--- src/hdl/tpb_pkg.sv ---
`timescale 1ns / 1ps
package tpb_pkg;

  typedef enum logic [2:0] {
    MODE_MIN_WHITE = 3'd0,
    MODE_MIN_BLACK = 3'd1,
    MODE_RGB       = 3'd2,
    MODE_CMYK      = 3'd3,
    MODE_YCBCR     = 3'd4,
    MODE_OTHER     = 3'd5,
    MODE_OTHER6    = 3'd6,
    MODE_OTHER7    = 3'd7
  } mode_e;

  typedef enum logic [1:0] {
    DEPTH_8     = 2'd0,
    DEPTH_16    = 2'd1,
    DEPTH_FLOAT = 2'd2,
    DEPTH_NONE  = 2'd3
  } depth_e;

  localparam logic [2:0] REG_MODE  = 3'd0;
  localparam logic [2:0] REG_DEPTH = 3'd1;
  localparam logic [2:0] REG_SPP   = 3'd2;
  localparam logic [2:0] REG_WLOW  = 3'd3;
  localparam logic [2:0] REG_WHIGH = 3'd4;

  typedef struct packed {
    logic [31:0] sample_a;
    logic [31:0] sample_b;
    logic [31:0] sample_c;
    logic [31:0] sample_d;
  } pix_in_t;

  typedef struct packed {
    logic [7:0] blue;
    logic [7:0] green;
    logic [7:0] red;
    logic [7:0] alpha;
  } pix_out_t;

  typedef struct packed {
    mode_e       mode;
    depth_e      depth;
    logic [2:0]  spp;
    logic [15:0] lo;
    logic [15:0] span;
  } cfg_t;

  // Per-lane work carried from stage 1 to stage 2.
  typedef struct packed {
    logic [1:0]  sel;     // 0 direct, 1 product, 2 zero, 3 full
    logic [7:0]  direct;
    logic [32:0] prod;
    logic [5:0]  sh;
  } lane_t;

  localparam logic [1:0] SEL_DIRECT = 2'd0;
  localparam logic [1:0] SEL_PROD   = 2'd1;
  localparam logic [1:0] SEL_ZERO   = 2'd2;
  localparam logic [1:0] SEL_FULL   = 2'd3;

endpackage

--- src/hdl/tpb_finish.sv ---
`timescale 1ns / 1ps
// Stage-2/3 lane: rounding shift for float, restoring divide for window and CMYK.
module tpb_finish (
  input  logic           clk_i,
  input  logic           en_i,
  input  tpb_pkg::cfg_t  cfg_i,
  input  tpb_pkg::lane_t lane_i,
  output logic [7:0]     val_o
);
  logic [1:0]  sel_q, sel_d;
  logic [7:0]  dir_q;
  logic [32:0] rem_q;
  logic [16:0] den_q;
  logic [3:0]  qhi_q;
  logic [7:0]  quo_q;
  logic [32:0] rnd;
  logic [7:0]  shv;
  logic [16:0] den_d;
  logic [32:0] rem_d;
  logic [3:0]  qhi_d;
  logic [32:0] rem_lo;
  logic [3:0]  qlo;
  logic        is_float_q;

  // Restoring divider over 8 quotient bits: quotient fits in 8 bits by range.
  // Upper four bits are found here, lower four in the next stage.
  always_comb begin
    rnd = lane_i.prod + (33'd1 << (lane_i.sh - 6'd1));
    shv = 8'(rnd >> lane_i.sh);
    sel_d = lane_i.sel;
    den_d = (cfg_i.depth == tpb_pkg::DEPTH_8) ? 17'd255 :
            ((cfg_i.span == '0) ? 17'd65535 : {1'b0, cfg_i.span});
    rem_d = lane_i.prod;
    qhi_d = '0;
    for (int i = 3; i >= 0; i--) begin
      if (rem_d >= (33'(den_d) << (i + 4))) begin
        rem_d    = rem_d - (33'(den_d) << (i + 4));
        qhi_d[i] = 1'b1;
      end
    end
  end

  always_ff @(posedge clk_i) begin
    if (en_i) begin
      sel_q      <= sel_d;
      dir_q      <= (cfg_i.depth == tpb_pkg::DEPTH_FLOAT) ? shv : lane_i.direct;
      is_float_q <= (cfg_i.depth == tpb_pkg::DEPTH_FLOAT);
      rem_q      <= rem_d;
      den_q      <= den_d;
      qhi_q      <= qhi_d;
    end
  end

  always_comb begin
    rem_lo = rem_q;
    qlo    = '0;
    for (int i = 3; i >= 0; i--) begin
      if (rem_lo >= (33'(den_q) << i)) begin
        rem_lo = rem_lo - (33'(den_q) << i);
        qlo[i] = 1'b1;
      end
    end
  end

  always_ff @(posedge clk_i) begin
    if (en_i) begin
      case (sel_q)
        tpb_pkg::SEL_DIRECT: quo_q <= dir_q;
        tpb_pkg::SEL_PROD:   quo_q <= is_float_q ? dir_q : {qhi_q, qlo};
        tpb_pkg::SEL_ZERO:   quo_q <= 8'd0;
        tpb_pkg::SEL_FULL:   quo_q <= 8'd255;
        default:             quo_q <= 8'd0;
      endcase
    end
  end

  assign val_o = quo_q;
endmodule

--- config.mk ---
export PLATFORM = sky130hd
export DESIGN_NAME = tpb_finish
export DESIGN_NICKNAME = d
export VERILOG_FILES = /design/src/hdl/tpb_pkg.sv /design/src/hdl/tpb_finish.sv
export SDC_FILE = /design/constraint.sdc
export NUM_CORES = 1
export LEC_CHECK = 0
export BUFFER_PORTS_ARGS = -buffer_cell sky130_fd_sc_hd__buf_2
export CAP_MARGIN = 15
export CORE_MARGIN = 4
export CORE_UTILIZATION = 50
export DETAILED_ROUTE_END_ITERATION = 8
export PLACE_DENSITY = 0.7
export SYNTH_ARGS = -nofsm -noshare
export SYNTH_HDL_FRONTEND = slang
export SYNTH_SLANG_ARGS = --single-unit
--- constraint.sdc ---
create_clock -name clk_i -period 12.2 [get_ports clk_i]
set_clock_uncertainty 0.2 [all_clocks]
set_input_delay 0.61 -clock clk_i [delete_from_list [all_inputs] [get_ports clk_i]]
set_output_delay 0.61 -clock clk_i [all_outputs]
set_load 0.05 [all_outputs]
# Word-level counts from Yosys, hierarchy flattened
# Cells that the tools add are included.
dict set report totals {
  elab_cells 53
  output_inout_bits 8
  inputBits 91
  reg_bits 73
}
dict set report classes {
  n_reduce_logical 3
  n_addsub 9
  magnitude_cmp 8
  n_shift 2
  muxes 20
  n_eq_ne 4
}
# op count
set op_table {}
lappend op_table {{33-bit 2-to-1 mux} 7}
lappend op_table {{33-bit by 20-bit >= comparator with 1-bit output} 2}
lappend op_table {{33-bit by 20-bit subtractor with 33-bit output} 2}
lappend op_table {{33-bit adder} 1}
lappend op_table {{33-bit by 17-bit >= comparator with 1-bit output} 1}
lappend op_table {{33-bit by 18-bit >= comparator with 1-bit output} 1}
lappend op_table {{33-bit by 19-bit >= comparator with 1-bit output} 1}
lappend op_table {{33-bit by 21-bit >= comparator with 1-bit output} 1}
lappend op_table {{33-bit by 22-bit >= comparator with 1-bit output} 1}
lappend op_table {{33-bit by 23-bit >= comparator with 1-bit output} 1}
lappend op_table {{1-bit by 6-bit left shift with 33-bit output (first input constant)} 1}
lappend op_table {{33-bit by 6-bit >> shifter with 8-bit output} 1}
lappend op_table {{33-bit by 18-bit subtractor with 33-bit output} 1}
lappend op_table {{33-bit by 19-bit subtractor with 33-bit output} 1}
lappend op_table {{33-bit by 21-bit subtractor with 33-bit output} 1}
lappend op_table {{33-bit by 22-bit subtractor with 33-bit output} 1}
lappend op_table {{33-bit by 23-bit subtractor with 33-bit output} 1}
lappend op_table {{16-bit 2-to-1 mux} 2}
lappend op_table {{8-bit one-hot mux with 4 select lines} 1}
lappend op_table {{16-bit zero test} 1}
lappend op_table {{8-bit 2-to-1 mux} 2}
lappend op_table {{1-bit 2-to-1 mux} 8}
lappend op_table {{2-bit equality test (second input constant)} 3}
lappend op_table {{6-bit by 1-bit subtractor with 6-bit output (second input constant)} 1}
lappend op_table {{other kinds (2)} 3}

# Longest topological paths before layout
dict set report logic_depth {
  depth_word 11
  ltp_mapped 66
  depth_no_buf 58
}

# Worst setup path before layout
# No wires, ideal clock.
dict set report synth_path {
  kind {input to register}
  start {input port cfg_i[3] in the netlist's numbering}
  end {register rem_q[5] (data pin)}
  required_time_ns 11.738
  stages 59
  setup_ns 0.262
  path_buffers 9
  arrival_ns 12.992
  setup_slack_ns -1.254
  cell_sequence {nor4_1 -> and4_1 -> clkbuf_1 -> nand2b_1 -> nor2_1 -> fa_1 -> a21oi_1 -> o21bai_1 -> a221o_1 -> and4bb_1 -> buf_4 -> buf_4 -> clkbuf_1 -> nor2_1 -> nor2_1 -> ha_1 -> a21o_1 -> a21o_1 -> [23 not listed] -> a21oi_1 -> ha_1 -> nor2b_1 -> o21ai_0 -> a21boi_0 -> o21ai_0 -> nand2_1 -> a21o_1 -> nand2_1 -> a21oi_1 -> o21ai_0 -> a21oi_1 -> a2111o_1 -> a21oi_1 -> and3_1 -> and4b_4 -> buf_6 -> mux2_1}
}
dict set report synth_via {
  elab_chain_cells 11
  word_cells_on_any_way 15
  cone_classes {add/sub (4); order compare (4); mux (6); reduce/logical (1)}
}
# item line
set synth_rtl {}
lappend synth_rtl {{start, declared} tpb_finish.sv:6} ;# input tpb_pkg::cfg_t cfg_i,
lappend synth_rtl {{16-bit zero test} tpb_finish.sv:32} ;# ((cfg_i.span == '0) ? 17'd65535 : {1'b0, cfg_i.span});
lappend synth_rtl {{16-bit 2-to-1 mux (*)} tpb_finish.sv:32}
lappend synth_rtl {{16-bit 2-to-1 mux (*)} tpb_finish.sv:31} ;# den_d = (cfg_i.depth == tpb_pkg::DEPTH_8) ? 17'd255 :
lappend synth_rtl {{33-bit by 23-bit >= comparator with 1-bit output or 33-bit by 23-bit subtractor with 33-bit output (tied branches)} {tpb_finish.sv:36, tpb_finish.sv:37}}
lappend synth_rtl {{33-bit 2-to-1 mux} tpb_finish.sv:36} ;# if (rem_d >= (33'(den_d) << (i + 4))) begin
lappend synth_rtl {{33-bit by 22-bit subtractor with 33-bit output or 33-bit by 22-bit >= comparator with 1-bit output (tied branches)} {tpb_finish.sv:37, tpb_finish.sv:36}}
lappend synth_rtl {{33-bit 2-to-1 mux} tpb_finish.sv:36}
lappend synth_rtl {{33-bit by 21-bit subtractor with 33-bit output or 33-bit by 21-bit >= comparator with 1-bit output (tied branches)} {tpb_finish.sv:37, tpb_finish.sv:36}}
lappend synth_rtl {{33-bit 2-to-1 mux} tpb_finish.sv:36}
lappend synth_rtl {{33-bit by 20-bit subtractor with 33-bit output or 33-bit by 20-bit >= comparator with 1-bit output (tied branches)} {tpb_finish.sv:37, tpb_finish.sv:36}}
lappend synth_rtl {{33-bit 2-to-1 mux (*)} tpb_finish.sv:36}
lappend synth_rtl {{net rem_d[5]} tpb_finish.sv:19} ;# logic [32:0] rem_d;
lappend synth_rtl {{end signal, assigned} tpb_finish.sv:48} ;# rem_q <= rem_d;
lappend synth_rtl {{end, declared} tpb_finish.sv:12} ;# logic [32:0] rem_q;
# Mark *: on every way through the listed nets, which the timed path passes. The rest lies on a longest branch.
# A chain may end at the register's enable or synchronous reset.

# Final worst setup path
dict set report layout_path {
  start {input port cfg_i[15] in the netlist's numbering}
  end {register rem_q[28] (data pin)}
}
dict set report layout_via {
  elab_chain_cells 11
  word_cells_on_any_way 15
  cone_classes {add/sub (4); order compare (4); mux (6); reduce/logical (1)}
}
# item line
set layout_rtl {}
lappend layout_rtl {{16-bit zero test (*)} tpb_finish.sv:32}
lappend layout_rtl {{16-bit 2-to-1 mux (*)} tpb_finish.sv:32}
lappend layout_rtl {{16-bit 2-to-1 mux (*)} tpb_finish.sv:31}
lappend layout_rtl {{net den_d[0]} tpb_finish.sv:18} ;# logic [16:0] den_d;
lappend layout_rtl {{33-bit by 23-bit subtractor with 33-bit output or 33-bit by 23-bit >= comparator with 1-bit output (tied branches)} {tpb_finish.sv:37, tpb_finish.sv:36}}
lappend layout_rtl {{33-bit 2-to-1 mux} tpb_finish.sv:36}
lappend layout_rtl {{33-bit by 22-bit subtractor with 33-bit output or 33-bit by 22-bit >= comparator with 1-bit output (tied branches)} {tpb_finish.sv:37, tpb_finish.sv:36}}
lappend layout_rtl {{33-bit 2-to-1 mux} tpb_finish.sv:36}
lappend layout_rtl {{33-bit by 21-bit subtractor with 33-bit output or 33-bit by 21-bit >= comparator with 1-bit output (tied branches)} {tpb_finish.sv:37, tpb_finish.sv:36}}
lappend layout_rtl {{33-bit 2-to-1 mux} tpb_finish.sv:36}
lappend layout_rtl {{33-bit by 20-bit subtractor with 33-bit output or 33-bit by 20-bit >= comparator with 1-bit output (tied branches)} {tpb_finish.sv:37, tpb_finish.sv:36}}
lappend layout_rtl {{33-bit 2-to-1 mux (*)} tpb_finish.sv:36}
lappend layout_rtl {{net rem_d[28]} tpb_finish.sv:19}
# Marks and branches as above.

==> flow_summary.json <==
{
  "n_antenna_cell": 0,
  "port_buffers": 76,
  "fillers": 2819,
  "drc": 0,
  "grt_pass1_vias": 15269,
  "clock_latency_ps": 330,
  "postRouteAntennaNets": 0,
  "synth_edf_count": 72,
  "arrival_ps": 11460,
  "path_buf_inv": 8,
  "status": "completed",
  "yosysTopAreaCell": "edfxtp_1",
  "end_kind": "register",
  "finalCritPeriodShare_pct": 95.0,
  "critPathKind": "input port to register",
  "grt_pass1_wl_um": 78500,
  "finish.instance_area_sq_um": 17700,
  "slew-limit-headroom_pct": 32.1,
  "synth_fp_nets": 2354,
  "synth.cell_area_sq_um": 15400,
  "vias_per_cell": 6.16,
  "num_vias": 16365,
  "cap_violations": 0,
  "hold_path.class": "input port to register",
  "cts-root-buf": "clkbuf_16",
  "worst-slew-pin-transition_ps": 1010,
  "hold_violations": 0,
  "max_freq_mhz": 86.3,
  "rows": 63,
  "yosysMostFrequentCell": "nor2_1",
  "die_h_um": 183,
  "cts.clk_slew.worst_paths_ps": 50,
  "cp_slowest_cell": "a2111o_1",
  "dpl_cell_area_sq_um": 17100,
  "die_area_sq_um": 33600,
  "place.gp.congestion": 1.01,
  "drtPass1Iterations": 5,
  "overflow": 0,
  "synth_top_area_share_pct": 14.1,
  "crit_path_start_kind": "input port",
  "place_inst": 2636,
  "min_period_ps": 11580,
  "cts.path.max_buffers": 2,
  "syn_inst": 2095,
  "yosysUniqueCellTypes": 99,
  "cts_num_sinks": 72,
  "grt_max_degree": 73,
  "nets": 2521,
  "core_region_area_sq_um": 30000,
  "synth_flop_cell": "edfxtp_1",
  "syn_to_final_growth_pct": 14.9,
  "dp_hpwl_um": 40800,
  "drt-initial-drc-count": 1293,
  "finalWirelength_um": 49200,
  "tns_ps": 0,
  "initial_core_util_pct": 51.2,
  "slew_viol_final": 0,
  "critPathTopFamily": "compound AO/OA/AOI/OAI gates",
  "critPathMostFrequentCell": "a21o_1",
  "required_ps": 12070,
  "peakVddDrop_v": 0.000297,
  "setup_viol_count_final": 0,
  "async_reset_ff_share_pct": 0,
  "tritoncts": "built",
  "synthTopCellsByArea": "edfxtp_1 14%, ha_1 13%, a21oi_1 6.6%, nor2_1 5.8%, xnor2_1 5.8%",
  "critPathMaxFanout": 9,
  "syn_avg_cell_area_sq_um": 7.34,
  "drive_above_1_share_pct": 16.0,
  "pin_count": 99,
  "cts_max_level": 3,
  "seq_area_frac_synth_pct": 14.1,
  "hold_ws_ps": 262,
  "power.leakage_nw": 7.54,
  "grtUsageTotal_pct": 28.2,
  "synth_seq_cells": 72,
  "cts_buffers": 9,
  "die_w_um": 183,
  "slowest_delay_ps": 410,
  "fin_cells": 2656,
  "ys_warn_count": 0,
  "powerDensity_nw_per_um2": 285,
  "yosys-top-cells-count": "239 x nor2_1, 202 x a21oi_1, 191 x nand2_1, 160 x ha_1",
  "antenna_found_initial": 1,
  "wire_per_inst_um": 18.5
}
## final timing paths
check              from        end  slack [ps]  depth (start not counted)
max           cfg_i[15]  rem_q[28]         620                         60
min          lane_i[47]   sel_q[0]         260                          1
max reg2reg    den_q[0]   val_o[0]         740                         56
min reg2reg    dir_q[7]   val_o[7]         380                          2
## per-stage QoR
stage | utilization, % | worst slack [ps] | total power, mW
6_report | 58.9 | 616 | 5.04
5_1_grt | 58.9 | -47.7 | 5.54
4_1_cts | 58.0 | 191 | 4.90
3_5_place_dp | 57.0 | -13.6 | 4.60
3_3_place_gp | 57.0 | 139 | 4.49
2_1_floorplan | - | 8.91 | 3.56
## final cells by class
cell class | count | area (sq um) | share of cell area [%]
clock buffers | 9 | 225 | 1.27
clock inverters | 6 | 85.1 | 0.481
inverters | 100 | 378 | 2.14
multi-input cells | 1852 | 12800 | 72.4
flip-flops and latches | 72 | 2160 | 12.2
well taps | 390 | 488 | 2.76
repair buffers | 227 | 1540 | 8.72
## placed cells by master, fill, tap and decap left out, drive strengths merged, types with 35 or more instances in the layout
cell	Yosys	routed
a21o	58	58
o21a	35	35
nand2	191	191
xor2	53	53
nand3	60	60
edfxtp	72	72
ha	160	160
nand4	37	37
mux2i	38	38
nor2	240	240
buf	19	227
o21ai	110	110
a21oi	204	204
nor3	78	78
xnor2	102	102
inv	98	98
## where the power goes
group,internal (mW),switching [mW],leakage (nW)
combinational,1.93,2.41,6.69
clock,0.177,0.0953,0.149
sequential,0.375,0.0499,0.705
total,2.48,2.56,7.54
## layer usage
layer	part of all wire, %	GRT usage, %
met1	46	39.3
met2	45	45.8
met3	5.2	1.80
met4	4.4	10.9
met5	0	0
## registers in the layout, summed over array words and instances (netlist names)
register    flops
rem_q          33
den_q          16
dir_q           8
val_o           8
qhi_q           4
sel_q           2
is_float_q      1
## cells by family after synthesis
group                    Yosys count  share of synthesized area [%]
XOR/XNOR                         155                           8.82
buffers and inverters            171                           4.51
AO/OA/AOI/OAI                    641                           27.4
adder cells (fa/ha/maj)          168                           14.1
AND/OR/NAND/NOR                  825                           26.7
flip-flops                        72                           14.1
multiplexers                      63                           4.45
## repair_timing
action / in CTS / in global routing
hold endpoints to repair: 0 / 0
buffers inserted: 0 / 5
endpoints found under the setup margin: 0 / 31
hold buffers: 0 / 0
resized for setup: 0 / 49
Note: power is estimated with default switching activity, not from simulation.
