## config.mk

```make
export PLATFORM = sky130hd
export DESIGN_NAME = tpb_lane
export DESIGN_NICKNAME = d
export VERILOG_FILES = /design/src/hdl/tpb_pkg.sv /design/src/hdl/tpb_lane.sv
export SDC_FILE = /design/constraint.sdc
export NUM_CORES = 1
export LEC_CHECK = 0
export BUFFER_PORTS_ARGS = -buffer_cell sky130_fd_sc_hd__buf_4
export CAP_MARGIN = 20
export CORE_ASPECT_RATIO = 0.6
export CORE_UTILIZATION = 60
export DETAILED_ROUTE_END_ITERATION = 16
export PLACE_DENSITY = 0.81
export SYNTH_ARGS = -nofsm -noshare
export SYNTH_HDL_FRONTEND = slang
export SYNTH_SLANG_ARGS = --single-unit
```

## constraint.sdc

```tcl
create_clock -name vclk -period 23.4
set_input_delay 3.51 -clock vclk [all_inputs]
set_output_delay 3.51 -clock vclk [all_outputs]
set_load 0.03 [all_outputs]
```

## src/hdl/tpb_pkg.sv

```systemverilog
`timescale 1ns / 1ps
package tpb_pkg;

  typedef enum logic [2:0] {
    MODE_MIN_WHITE = 3'd0,
    MODE_MIN_BLACK = 3'd1,
    MODE_RGB       = 3'd2,
    MODE_CMYK      = 3'd3,
    MODE_YCBCR     = 3'd4,
    MODE_OTHER     = 3'd5,
    MODE_OTHER6    = 3'd6,
    MODE_OTHER7    = 3'd7
  } mode_e;

  typedef enum logic [1:0] {
    DEPTH_8     = 2'd0,
    DEPTH_16    = 2'd1,
    DEPTH_FLOAT = 2'd2,
    DEPTH_NONE  = 2'd3
  } depth_e;

  localparam logic [2:0] REG_MODE  = 3'd0;
  localparam logic [2:0] REG_DEPTH = 3'd1;
  localparam logic [2:0] REG_SPP   = 3'd2;
  localparam logic [2:0] REG_WLOW  = 3'd3;
  localparam logic [2:0] REG_WHIGH = 3'd4;

  typedef struct packed {
    logic [31:0] sample_a;
    logic [31:0] sample_b;
    logic [31:0] sample_c;
    logic [31:0] sample_d;
  } pix_in_t;

  typedef struct packed {
    logic [7:0] blue;
    logic [7:0] green;
    logic [7:0] red;
    logic [7:0] alpha;
  } pix_out_t;

  typedef struct packed {
    mode_e       mode;
    depth_e      depth;
    logic [2:0]  spp;
    logic [15:0] lo;
    logic [15:0] span;
  } cfg_t;

  // Per-lane work carried from stage 1 to stage 2.
  typedef struct packed {
    logic [1:0]  sel;     // 0 direct, 1 product, 2 zero, 3 full
    logic [7:0]  direct;
    logic [32:0] prod;
    logic [5:0]  sh;
  } lane_t;

  localparam logic [1:0] SEL_DIRECT = 2'd0;
  localparam logic [1:0] SEL_PROD   = 2'd1;
  localparam logic [1:0] SEL_ZERO   = 2'd2;
  localparam logic [1:0] SEL_FULL   = 2'd3;

endpackage

```

## src/hdl/tpb_lane.sv

```systemverilog
`timescale 1ns / 1ps
// Stage-1 lane: maps one sample to a multiply job (window, float or CMYK), a direct value, or a zero/full clamp.
module tpb_lane (
  input  tpb_pkg::cfg_t  cfg_i,
  input  logic [31:0]    raw_i,
  input  logic           cmyk_i,
  input  logic [7:0]     k_i,
  output tpb_pkg::lane_t lane_o
);
  logic [15:0] v, lo, hi;
  logic [7:0]  ex;
  logic [22:0] man;

  always_comb begin
    v   = raw_i[15:0];
    lo  = cfg_i.lo;
    hi  = 16'(cfg_i.lo + cfg_i.span);
    ex  = raw_i[30:23];
    man = raw_i[22:0];
    lane_o.sel    = tpb_pkg::SEL_DIRECT;
    lane_o.direct = raw_i[7:0];
    lane_o.prod   = '0;
    lane_o.sh     = '0;
    case (cfg_i.depth)
      tpb_pkg::DEPTH_8: begin
        if (cmyk_i) begin
          // (255-p)(255-k)/255 via the divide stage
          lane_o.sel  = tpb_pkg::SEL_PROD;
          lane_o.prod = 33'({8'd0, 8'hFF - raw_i[7:0]} * {8'd0, 8'hFF - k_i});
        end
      end
      tpb_pkg::DEPTH_16: begin
        if (v <= lo) lane_o.sel = tpb_pkg::SEL_ZERO;
        else if (v >= hi) lane_o.sel = tpb_pkg::SEL_FULL;
        else begin
          lane_o.sel  = tpb_pkg::SEL_PROD;
          lane_o.prod = {1'b0, 32'(v - lo) * 32'd255};
        end
      end
      tpb_pkg::DEPTH_FLOAT: begin
        if (ex == 8'hFF) begin
          lane_o.sel = (man != '0 || raw_i[31]) ? tpb_pkg::SEL_ZERO : tpb_pkg::SEL_FULL;
        end else if (raw_i[31] || ex == 8'd0 || ex < 8'd118) begin
          lane_o.sel = tpb_pkg::SEL_ZERO;
        end else if (ex >= 8'd127) begin
          lane_o.sel = tpb_pkg::SEL_FULL;
        end else begin
          lane_o.sel  = tpb_pkg::SEL_PROD;
          lane_o.sh   = 6'(8'd150 - ex);
          lane_o.prod = {1'b0, 32'({1'b1, man}) * 32'd255};
        end
      end
      default: lane_o.sel = tpb_pkg::SEL_ZERO;
    endcase
  end
endmodule

```

Word level (Yosys, flattened, before mapping)
Index checks and enable logic that the tools add are counted.

cells by class
  add/sub/neg operators = 5
  multiply operators = 3
  $lt $le $gt $ge = 4
  eq/ne operators = 3
  multiplexer cells = 16
  reductions and logical operators = 6

operator list
  operator                                                           number
  two-way mux 38 bit                                                 3
  case mux 33 bit (3 select lines)                                   1
  two-way mux 32 bit                                                 2
  multiplier 24 x 8 -> 32 bit, second input constant                 1
  multiplier 17 x 9 -> 26 bit, second input constant                 1
  nonzero test 23 bit                                                1
  subtractor 16 x 16 -> 17 bit                                       1
  adder 16 bit                                                       1
  greater-or-equal comparator 16 bit                                 1
  <= comparator 16 bit                                               1
  multiplier 8 x 8 -> 16 bit                                         1
  two-way mux 16 bit                                                 1
  subtractor 8 bit, first input constant                             2
  two-way mux 2 bit                                                  5
  == test 8 bit, second input constant                               1
  greater-or-equal comparator 8 x 7 -> 1 bit, second input constant  1
  zero test 8 bit                                                    1
  < comparator 8 x 7 -> 1 bit, second input constant                 1
  two-way mux 6 bit                                                  1
  case mux 2 bit (3 select lines)                                    1
  subtractor 5 x 6 -> 6 bit, first input constant                    1
  logical OR 1 bit                                                   3
  == test 2 x 1 -> 1 bit, second input constant                      1
  == test 2 bit, second input constant                               1
  other kinds (2)                                                    3

storage, ports and cells
  register bits = 0
  input bits = 81
  output and inout bits = 49
  word-level logic and storage cells = 37

Depth between registers and ports, before layout
Gate-level depths: netlist of run 1.

  word-level depth = 6
  depth in mapped cells = 31
  depth with buffers taken out = 30

Worst setup path before layout of run 1
OpenSTA, ideal clock, no wires.

  path type = input to output
  start = input raw_i[0]
  end = output lane_o[31] in the netlist's numbering
  data arrival time = 9.950 ns
  required time = 19.890 ns
  slack = 9.940 ns
  stages = 28
  buffers on the path = 2
  cell sequence = clkbuf_1 -> inv_1 -> ha_1 -> fa_1 -> nor2b_1 -> o21a_1 -> o21ai_0 -> a21o_1 -> a21oi_1 -> o41ai_1 -> xnor2_1 -> buf_2 -> nand2_1 -> a21oi_1 -> fa_1 -> fa_1 -> inv_1 -> fa_1 -> inv_1 -> ha_1 -> and3_1 -> o311ai_2 -> a31oi_2 -> a31oi_1 -> o31ai_1 -> xnor2_1 -> xnor2_2 -> o22ai_1

RTL lines
  what                RTL line       RTL
  start: declaration  tpb_lane.sv:5  input logic [31:0] raw_i,
  end: declaration    tpb_lane.sv:8  output tpb_pkg::lane_t lane_o

==> metrics, run 1 <==
die width=189.0 um; Die Height=114.2 um; RSZ-0062 raised after global routing=false; busiest layer in global routing=met2; category of the critical setup timing path=in2out; number of global-route vias before repair=10630; kind of end point of the critical path=output port; Buffers on Ports=123; element type at the critical path start=input port; unique cell type count in the Yosys netlist=84; nets in the synthesized netlist=1959; CTS Hold Buffers Added=0; status=finished, final reports clean; dominant cell type by count on the critical path=sky130_fd_sc_hd__inv_1; min-delay worst type=in2out; Avg WL per Cell=17.28 um; cell taking the most area after synthesis=sky130_fd_sc_hd__fa_1; endpoint arrival time on the critical path=10790 ps; Hold WS=7402 ps; Slew Limit Fails=0; number of remaining DRC errors=0; commonest cells after routing, fill and taps aside=sky130_fd_sc_hd__inv_1, sky130_fd_sc_hd__fa_1, sky130_fd_sc_hd__ha_1; number of buffers added for setup after CTS=0; Setup WS pre-CTS=9316 ps; post-placement cell area=0.01373 sq mm; GR Layer Usage met1=45.04%; starting utilization of the core area=62.07%; combined area of the multi-input logic cells=0.01101 sq mm; grt met3 use=3.708%; Critical Path Slowest Stage Cell=sky130_fd_sc_hd__xor2_1; wire length reported by the detailed router=31910 um; transition at the pin with the smallest max-transition slack=898.6 ps; number of maximum-capacitance constraint violations=0; Iter 0 DRT Violations=775; initial antenna violation count=0; HPWL reported at the end of detailed placement=28350 um; vias per cell=5.678; 1st-pass router iterations=5; die area=0.02157 sq mm; fin worst setup slack=9100 ps; launch point of the worst hold path=raw_i[0]; fin crit share=61.11%; number of I/O pins=130; final worst path period need=14300 ps; Critical Path Start=raw_i[0]; vias=10490; synthesized instance count=1475; wire length of the first global-routing pass=52470 um; number of rows in the core area=40; maximum operating frequency=69.93 MHz; area taken by flip-flops and latches=0 sq um; worst path bufs/invs=6; cell type group with the largest total delay on the critical path=adder cells; remaining global-route overflow=0; met2 usage in global routing=49.07%; layout cells sized above 1=12.90%; post-cts resize count=0; leading cell type in the layout, fill and taps excluded=sky130_fd_sc_hd__inv_1; area added between synthesis and finish=9.159%; post-synthesis average cell area=8.530 sq um; main area contributors after synthesis=sky130_fd_sc_hd__fa_1, sky130_fd_sc_hd__ha_1, sky130_fd_sc_hd__inv_1, sky130_fd_sc_hd__xnor2_1, sky130_fd_sc_hd__nor2_1; endpoints failing setup=0; share of synthesized area occupied by flip-flops and latches=0%; number of clock buffers in the layout=0; Seq Cell Count=0; floorplan core area=0.02027 sq mm; maximum single-stage delay on the critical path=570 ps; count of fill cells added during filler insertion=1698; antenna diode instance count=0; number of endpoints with negative hold slack in the final report=0; synth warn=0; post-synthesis instance area=0.01258 sq mm; total negative slack=0 ps; Slew headroom=38.55%; NumNets Final=2060; Routed Antenna Nets=0; GRT Resource Usage Total=30.43%; top-area cell type share of the netlist area=34.05%; final non-filler cell area=0.01373 sq mm; placer congestion estimate=1.003; top fanout value on the critical path=15; Crit path required time=19890 ps; pin count of the biggest net entering global routing=26
[layout make-up]
class                           count  share of cell area [%]
Timing Repair Buffer              128                   6.996
Multi-Input combinational cell   1068                   80.19
Tap cell                          273                   2.487
Inverter                          378                   10.33
[Yosys cell counts, types with 5 or more instances]
library cell,count
sky130_fd_sc_hd__a211oi_1,10
sky130_fd_sc_hd__a21o_1,34
sky130_fd_sc_hd__a21oi_1,60
sky130_fd_sc_hd__a22oi_1,13
sky130_fd_sc_hd__and3_1,8
sky130_fd_sc_hd__buf_4,9
sky130_fd_sc_hd__clkbuf_1,15
sky130_fd_sc_hd__fa_1,214
sky130_fd_sc_hd__ha_1,189
sky130_fd_sc_hd__inv_1,376
sky130_fd_sc_hd__nand2_1,52
sky130_fd_sc_hd__nand2b_1,9
sky130_fd_sc_hd__nand3_1,21
sky130_fd_sc_hd__nand4_1,14
sky130_fd_sc_hd__nor2_1,89
sky130_fd_sc_hd__nor2b_1,9
sky130_fd_sc_hd__nor3_1,22
sky130_fd_sc_hd__o21a_1,9
sky130_fd_sc_hd__o21ai_0,34
sky130_fd_sc_hd__o21ai_1,18
sky130_fd_sc_hd__o21bai_1,9
sky130_fd_sc_hd__o22ai_1,13
sky130_fd_sc_hd__o31ai_1,7
sky130_fd_sc_hd__or2_2,35
sky130_fd_sc_hd__or3_1,5
sky130_fd_sc_hd__xnor2_1,61
sky130_fd_sc_hd__xnor2_2,5
sky130_fd_sc_hd__xor2_1,36
[metrics by stage]
step                util, %  cells
floorplan                 -   1475
global placement      67.76   1847
detailed placement    67.76   1847
CTS                   67.76   1847
global route          67.76   1847
finish                67.76   1847
[cell families after synthesis]
family | after synthesis | share of synthesized area [%]
AOI/OAI and AO/OA | 262 | 14.30
xor gates and xnor gates | 108 | 8.413
adders and majority gates | 406 | 53.09
buffers and inverters | 407 | 12.56
muxes | 4 | 0.3182
other | 1 | 0.02980
and+or+nand+nor | 287 | 11.29
[worst paths after layout]
| path | to | cells past startpoint |
|---|---|---|
| max | lane_o[37] | 28 |
| min | lane_o[39] | 2 |
[layer usage]
layer | up-vias | share of wire [%]
met2 | 440 | 44
li1 | 4912 | -
met4 | 0 | 1.4
met3 | 42 | 7.9
met5 | - | 0
met1 | 5094 | 46
Power of run 1 is not shown: default switching activity piles up to over one toggle a cycle in this logic, so the estimate is an artifact.
==> run 2, diff against run 1 <==
--- a/config.mk
+++ b/config.mk
@@ -8,9 +8,9 @@
 export BUFFER_PORTS_ARGS = -buffer_cell sky130_fd_sc_hd__buf_4
 export CAP_MARGIN = 20
 export CORE_ASPECT_RATIO = 0.6
-export CORE_UTILIZATION = 60
+export CORE_UTILIZATION = 58
 export DETAILED_ROUTE_END_ITERATION = 16
-export PLACE_DENSITY = 0.81
+export PLACE_DENSITY = 0.82
 export SYNTH_ARGS = -nofsm -noshare
 export SYNTH_HDL_FRONTEND = slang
 export SYNTH_SLANG_ARGS = --single-unit
==> constraint.sdc (replaced) <==
create_clock -name vclk -period 12.15
set_input_delay 1.8225 -clock vclk [all_inputs]
set_output_delay 1.8225 -clock vclk [all_outputs]
set_load 0.03 [all_outputs]
==> run 2 against run 1 <==
  * Setup slack got worse by 7800 ps
  * First-iteration DRC count increased by 1.0%
  * Worst hold slack lost 3400 ps
  * Count of clock-buffer cells in the layout unchanged
  * Critical path type unchanged
  * Critical endpoint is now lane_o[32]
==> metrics, run 2 (same netlist as run 1, synthesis figures left out) <==
Critical Path Slowest Stage Cell=sky130_fd_sc_hd__xor2_1; Slew headroom=45.57%; cell type group with the largest total delay on the critical path=adder cells; die area=0.02231 sq mm; number of maximum-capacitance constraint violations=0; Die Height=116.1 um; number of I/O pins=130; wire length of the first global-routing pass=51660 um; remaining global-route overflow=0; dominant cell type by count on the critical path=sky130_fd_sc_hd__inv_1; min-delay worst type=in2out; initial antenna violation count=0; antenna diode instance count=0; commonest cells after routing, fill and taps aside=sky130_fd_sc_hd__inv_1, sky130_fd_sc_hd__fa_1, sky130_fd_sc_hd__ha_1; RSZ-0062 raised after global routing=false; vias per cell=5.587; area taken by flip-flops and latches=0 sq um; Buffers on Ports=123; number of endpoints with negative hold slack in the final report=0; pin count of the biggest net entering global routing=20; layout cells sized above 1=12.90%; kind of end point of the critical path=output port; fin crit share=89.21%; Iter 0 DRT Violations=783; starting utilization of the core area=59.53%; leading cell type in the layout, fill and taps excluded=sky130_fd_sc_hd__inv_1; endpoints failing setup=0; maximum operating frequency=92.25 MHz; Seq Cell Count=0; worst path bufs/invs=6; wire length reported by the detailed router=31910 um; Avg WL per Cell=17.22 um; count of fill cells added during filler insertion=1816; endpoint arrival time on the critical path=9020 ps; status=finished, final reports clean; CTS Hold Buffers Added=0; element type at the critical path start=input port; vias=10350; category of the critical setup timing path=in2out; die width=192.1 um; Slew Limit Fails=0; maximum single-stage delay on the critical path=610 ps; NumNets Final=2060; total negative slack=0 ps; number of global-route vias before repair=10350; top fanout value on the critical path=15; area added between synthesis and finish=9.218%; number of rows in the core area=41; placer congestion estimate=0.9700; HPWL reported at the end of detailed placement=28350 um; Crit path required time=10330 ps; fin worst setup slack=1310 ps; GRT Resource Usage Total=29.52%; final worst path period need=10840 ps; number of remaining DRC errors=0; Routed Antenna Nets=0; 1st-pass router iterations=7; number of clock buffers in the layout=0; post-cts resize count=0; floorplan core area=0.02114 sq mm; number of buffers added for setup after CTS=0; transition at the pin with the smallest max-transition slack=795.9 ps; Setup WS pre-CTS=1501 ps
run 2: layout make-up:
class	instances	area, sq um	share of cell area, %
well taps	279	349.1	2.540
repair buffers	128	960.9	6.993
multi-input cells	1068	11010	80.14
inverters	378	1419	10.33
run 2: final timing paths:
| path | slack (ps) | start | endpoint | cells after the start |
|---|---|---|---|---|
| setup / recovery | 1310 | raw_i[0] | lane_o[32] | 28 |
| hold / removal | 4030 | raw_i[0] | lane_o[39] | 2 |
run 2: layer usage:
metal / part of all wire (%) / wire length [um] / up-vias / GRT usage [%]
met2: 45 / 14360 / 362 / 47.70
met3: 7.7 / 2449 / 37 / 2.392
li1: - / - / 4915 / -
met5: 0 / 0 / - / 0
met1: 46 / 14690 / 5038 / 44.52
met4: 1.3 / 414 / 0 / 3.360
run 2: metrics by stage:
| stage | instances | hold slack [ps] | area (sq um) | utilization [%] |
|---|---|---|---|---|
| 6_report | 1853 | 4028 | 13740 | 65.02 |
| 5_1_grt | 1853 | 4036 | 13740 | 65.02 |
| 4_1_cts | 1853 | 4024 | 13740 | 65.02 |
| 3_5_place_dp | 1853 | 4024 | 13740 | 65.02 |
| 3_3_place_gp | 1853 | 4021 | 13740 | 65.02 |
| 2_1_floorplan | 1475 | 3777 | 12580 | - |
Power of run 2 is left out for the same reason.
==> run 3, diff against run 2 <==
--- a/config.mk
+++ b/config.mk
@@ -10,6 +10,7 @@
 export CORE_ASPECT_RATIO = 0.6
 export CORE_UTILIZATION = 58
 export DETAILED_ROUTE_END_ITERATION = 16
+export MAX_ROUTING_LAYER = met4
 export PLACE_DENSITY = 0.82
 export SYNTH_ARGS = -nofsm -noshare
 export SYNTH_HDL_FRONTEND = slang
==> run 3 against run 2 <==
  * Sequential cell count unchanged
  * Maximum frequency increased by 0.59%
  * Core utilization unchanged
  * Count of clock-buffer cells in the layout unchanged
  * Non-clock buffer count unchanged
  * Cell count unchanged
  * Setup slack improved by 63 ps
  * Die area unchanged
  * Critical path type unchanged
  * Highest routed layer unchanged
==> metrics, run 3 (same netlist as run 1, synthesis figures left out) <==
Slew Limit Fails=0; Iter 0 DRT Violations=681; NumNets Final=2060; fin crit share=88.70%; final non-filler cell area=0.01374 sq mm; maximum single-stage delay on the critical path=640 ps; vias=10290; Final Core Density=65.02%; area taken by flip-flops and latches=0 sq um; number of maximum-capacitance constraint violations=0; antenna diode instance count=0; cell type group with the largest total delay on the critical path=adder cells; total negative slack=0 ps; vias per cell=5.552; placer congestion estimate=0.9640; CTS Hold Buffers Added=0; Buffers on Ports=123; element type at the critical path start=input port; post-placement cell area=0.01374 sq mm; top fanout value on the critical path=15; category of the critical setup timing path=in2out; worst path bufs/invs=6; Seq Cell Count=0; RSZ-0062 raised after global routing=false; area added between synthesis and finish=9.218%; endpoints failing setup=0; post-cts resize count=0; transition at the pin with the smallest max-transition slack=769.9 ps; commonest cells after routing, fill and taps aside=sky130_fd_sc_hd__inv_1, sky130_fd_sc_hd__fa_1, sky130_fd_sc_hd__ha_1; dominant cell type by count on the critical path=sky130_fd_sc_hd__inv_1; number of global-route vias before repair=10430; number of remaining DRC errors=0; number of rows in the core area=41; number of I/O pins=130; die width=192.1 um; 1st-pass router iterations=4; maximum operating frequency=92.79 MHz; Crit path required time=10330 ps; Min-Delay Path Depth=2; Slew headroom=48.50%; leading cell type in the layout, fill and taps excluded=sky130_fd_sc_hd__inv_1; starting utilization of the core area=59.53%; number of endpoints with negative hold slack in the final report=0; wire length reported by the detailed router=31540 um; initial antenna violation count=0; final worst path period need=10780 ps; status=finished, final reports clean; layout cells sized above 1=12.90%; Critical Path Slowest Stage Cell=sky130_fd_sc_hd__xor2_1; remaining global-route overflow=0; Avg WL per Cell=17.02 um; launch point of the worst hold path=raw_i[0]; number of clock buffers in the layout=0; Hold WS=4022 ps; hold endpoint=lane_o[39]; Die Height=116.1 um; kind of end point of the critical path=output port; floorplan core area=0.02114 sq mm; Routed Antenna Nets=0; GRT Resource Usage Total=30.01%; wire length of the first global-routing pass=51280 um; pin count of the biggest net entering global routing=32; min-delay worst type=in2out; endpoint arrival time on the critical path=8950 ps; die area=0.02231 sq mm; HPWL reported at the end of detailed placement=27960 um; number of buffers added for setup after CTS=0
## run 3: cell counts in the layout (fill, tap and decap cells not counted)
No cell type changed its count.
## run 3: worst max-delay path by stage
stage                   from         end  slack (ps)  cells past startpoint
floorplan           raw_i[0]  lane_o[31]        2070                     28
global placement    raw_i[4]  lane_o[32]        1530                     26
detailed placement  raw_i[4]  lane_o[35]        1470                     26
CTS                 raw_i[4]  lane_o[35]        1420                     26
global route        raw_i[0]  lane_o[35]         880                     28
finish              raw_i[0]  lane_o[35]        1370                     28
## run 3: layout make-up
class	instances	area, sq um
fillers	1788	7393
inverters	378	1419
multi-input cells	1068	11010
well taps	279	349.1
repair buffers	128	960.9
## run 3: per-layer routing
metal | GRT usage [%] | routed length [um] | vias up
met5 | - | 0 | -
met4 | 3.727 | 408 | 0
met3 | 3.604 | 2211 | 30
met2 | 46.57 | 14090 | 312
met1 | 43.21 | 14840 | 5036
li1 | - | - | 4910
## run 3: per-stage QoR
| stage | setup WS (ps) | std cells |
|---|---|---|
| after floorplan | 2065 | 1475 |
| after global placement | 1535 | 1853 |
| after detailed placement | 1466 | 1853 |
| after CTS | 1420 | 1853 |
| after global routing | 881.2 | 1853 |
| final | 1374 | 1853 |
Power of run 3 is left out for the same reason.
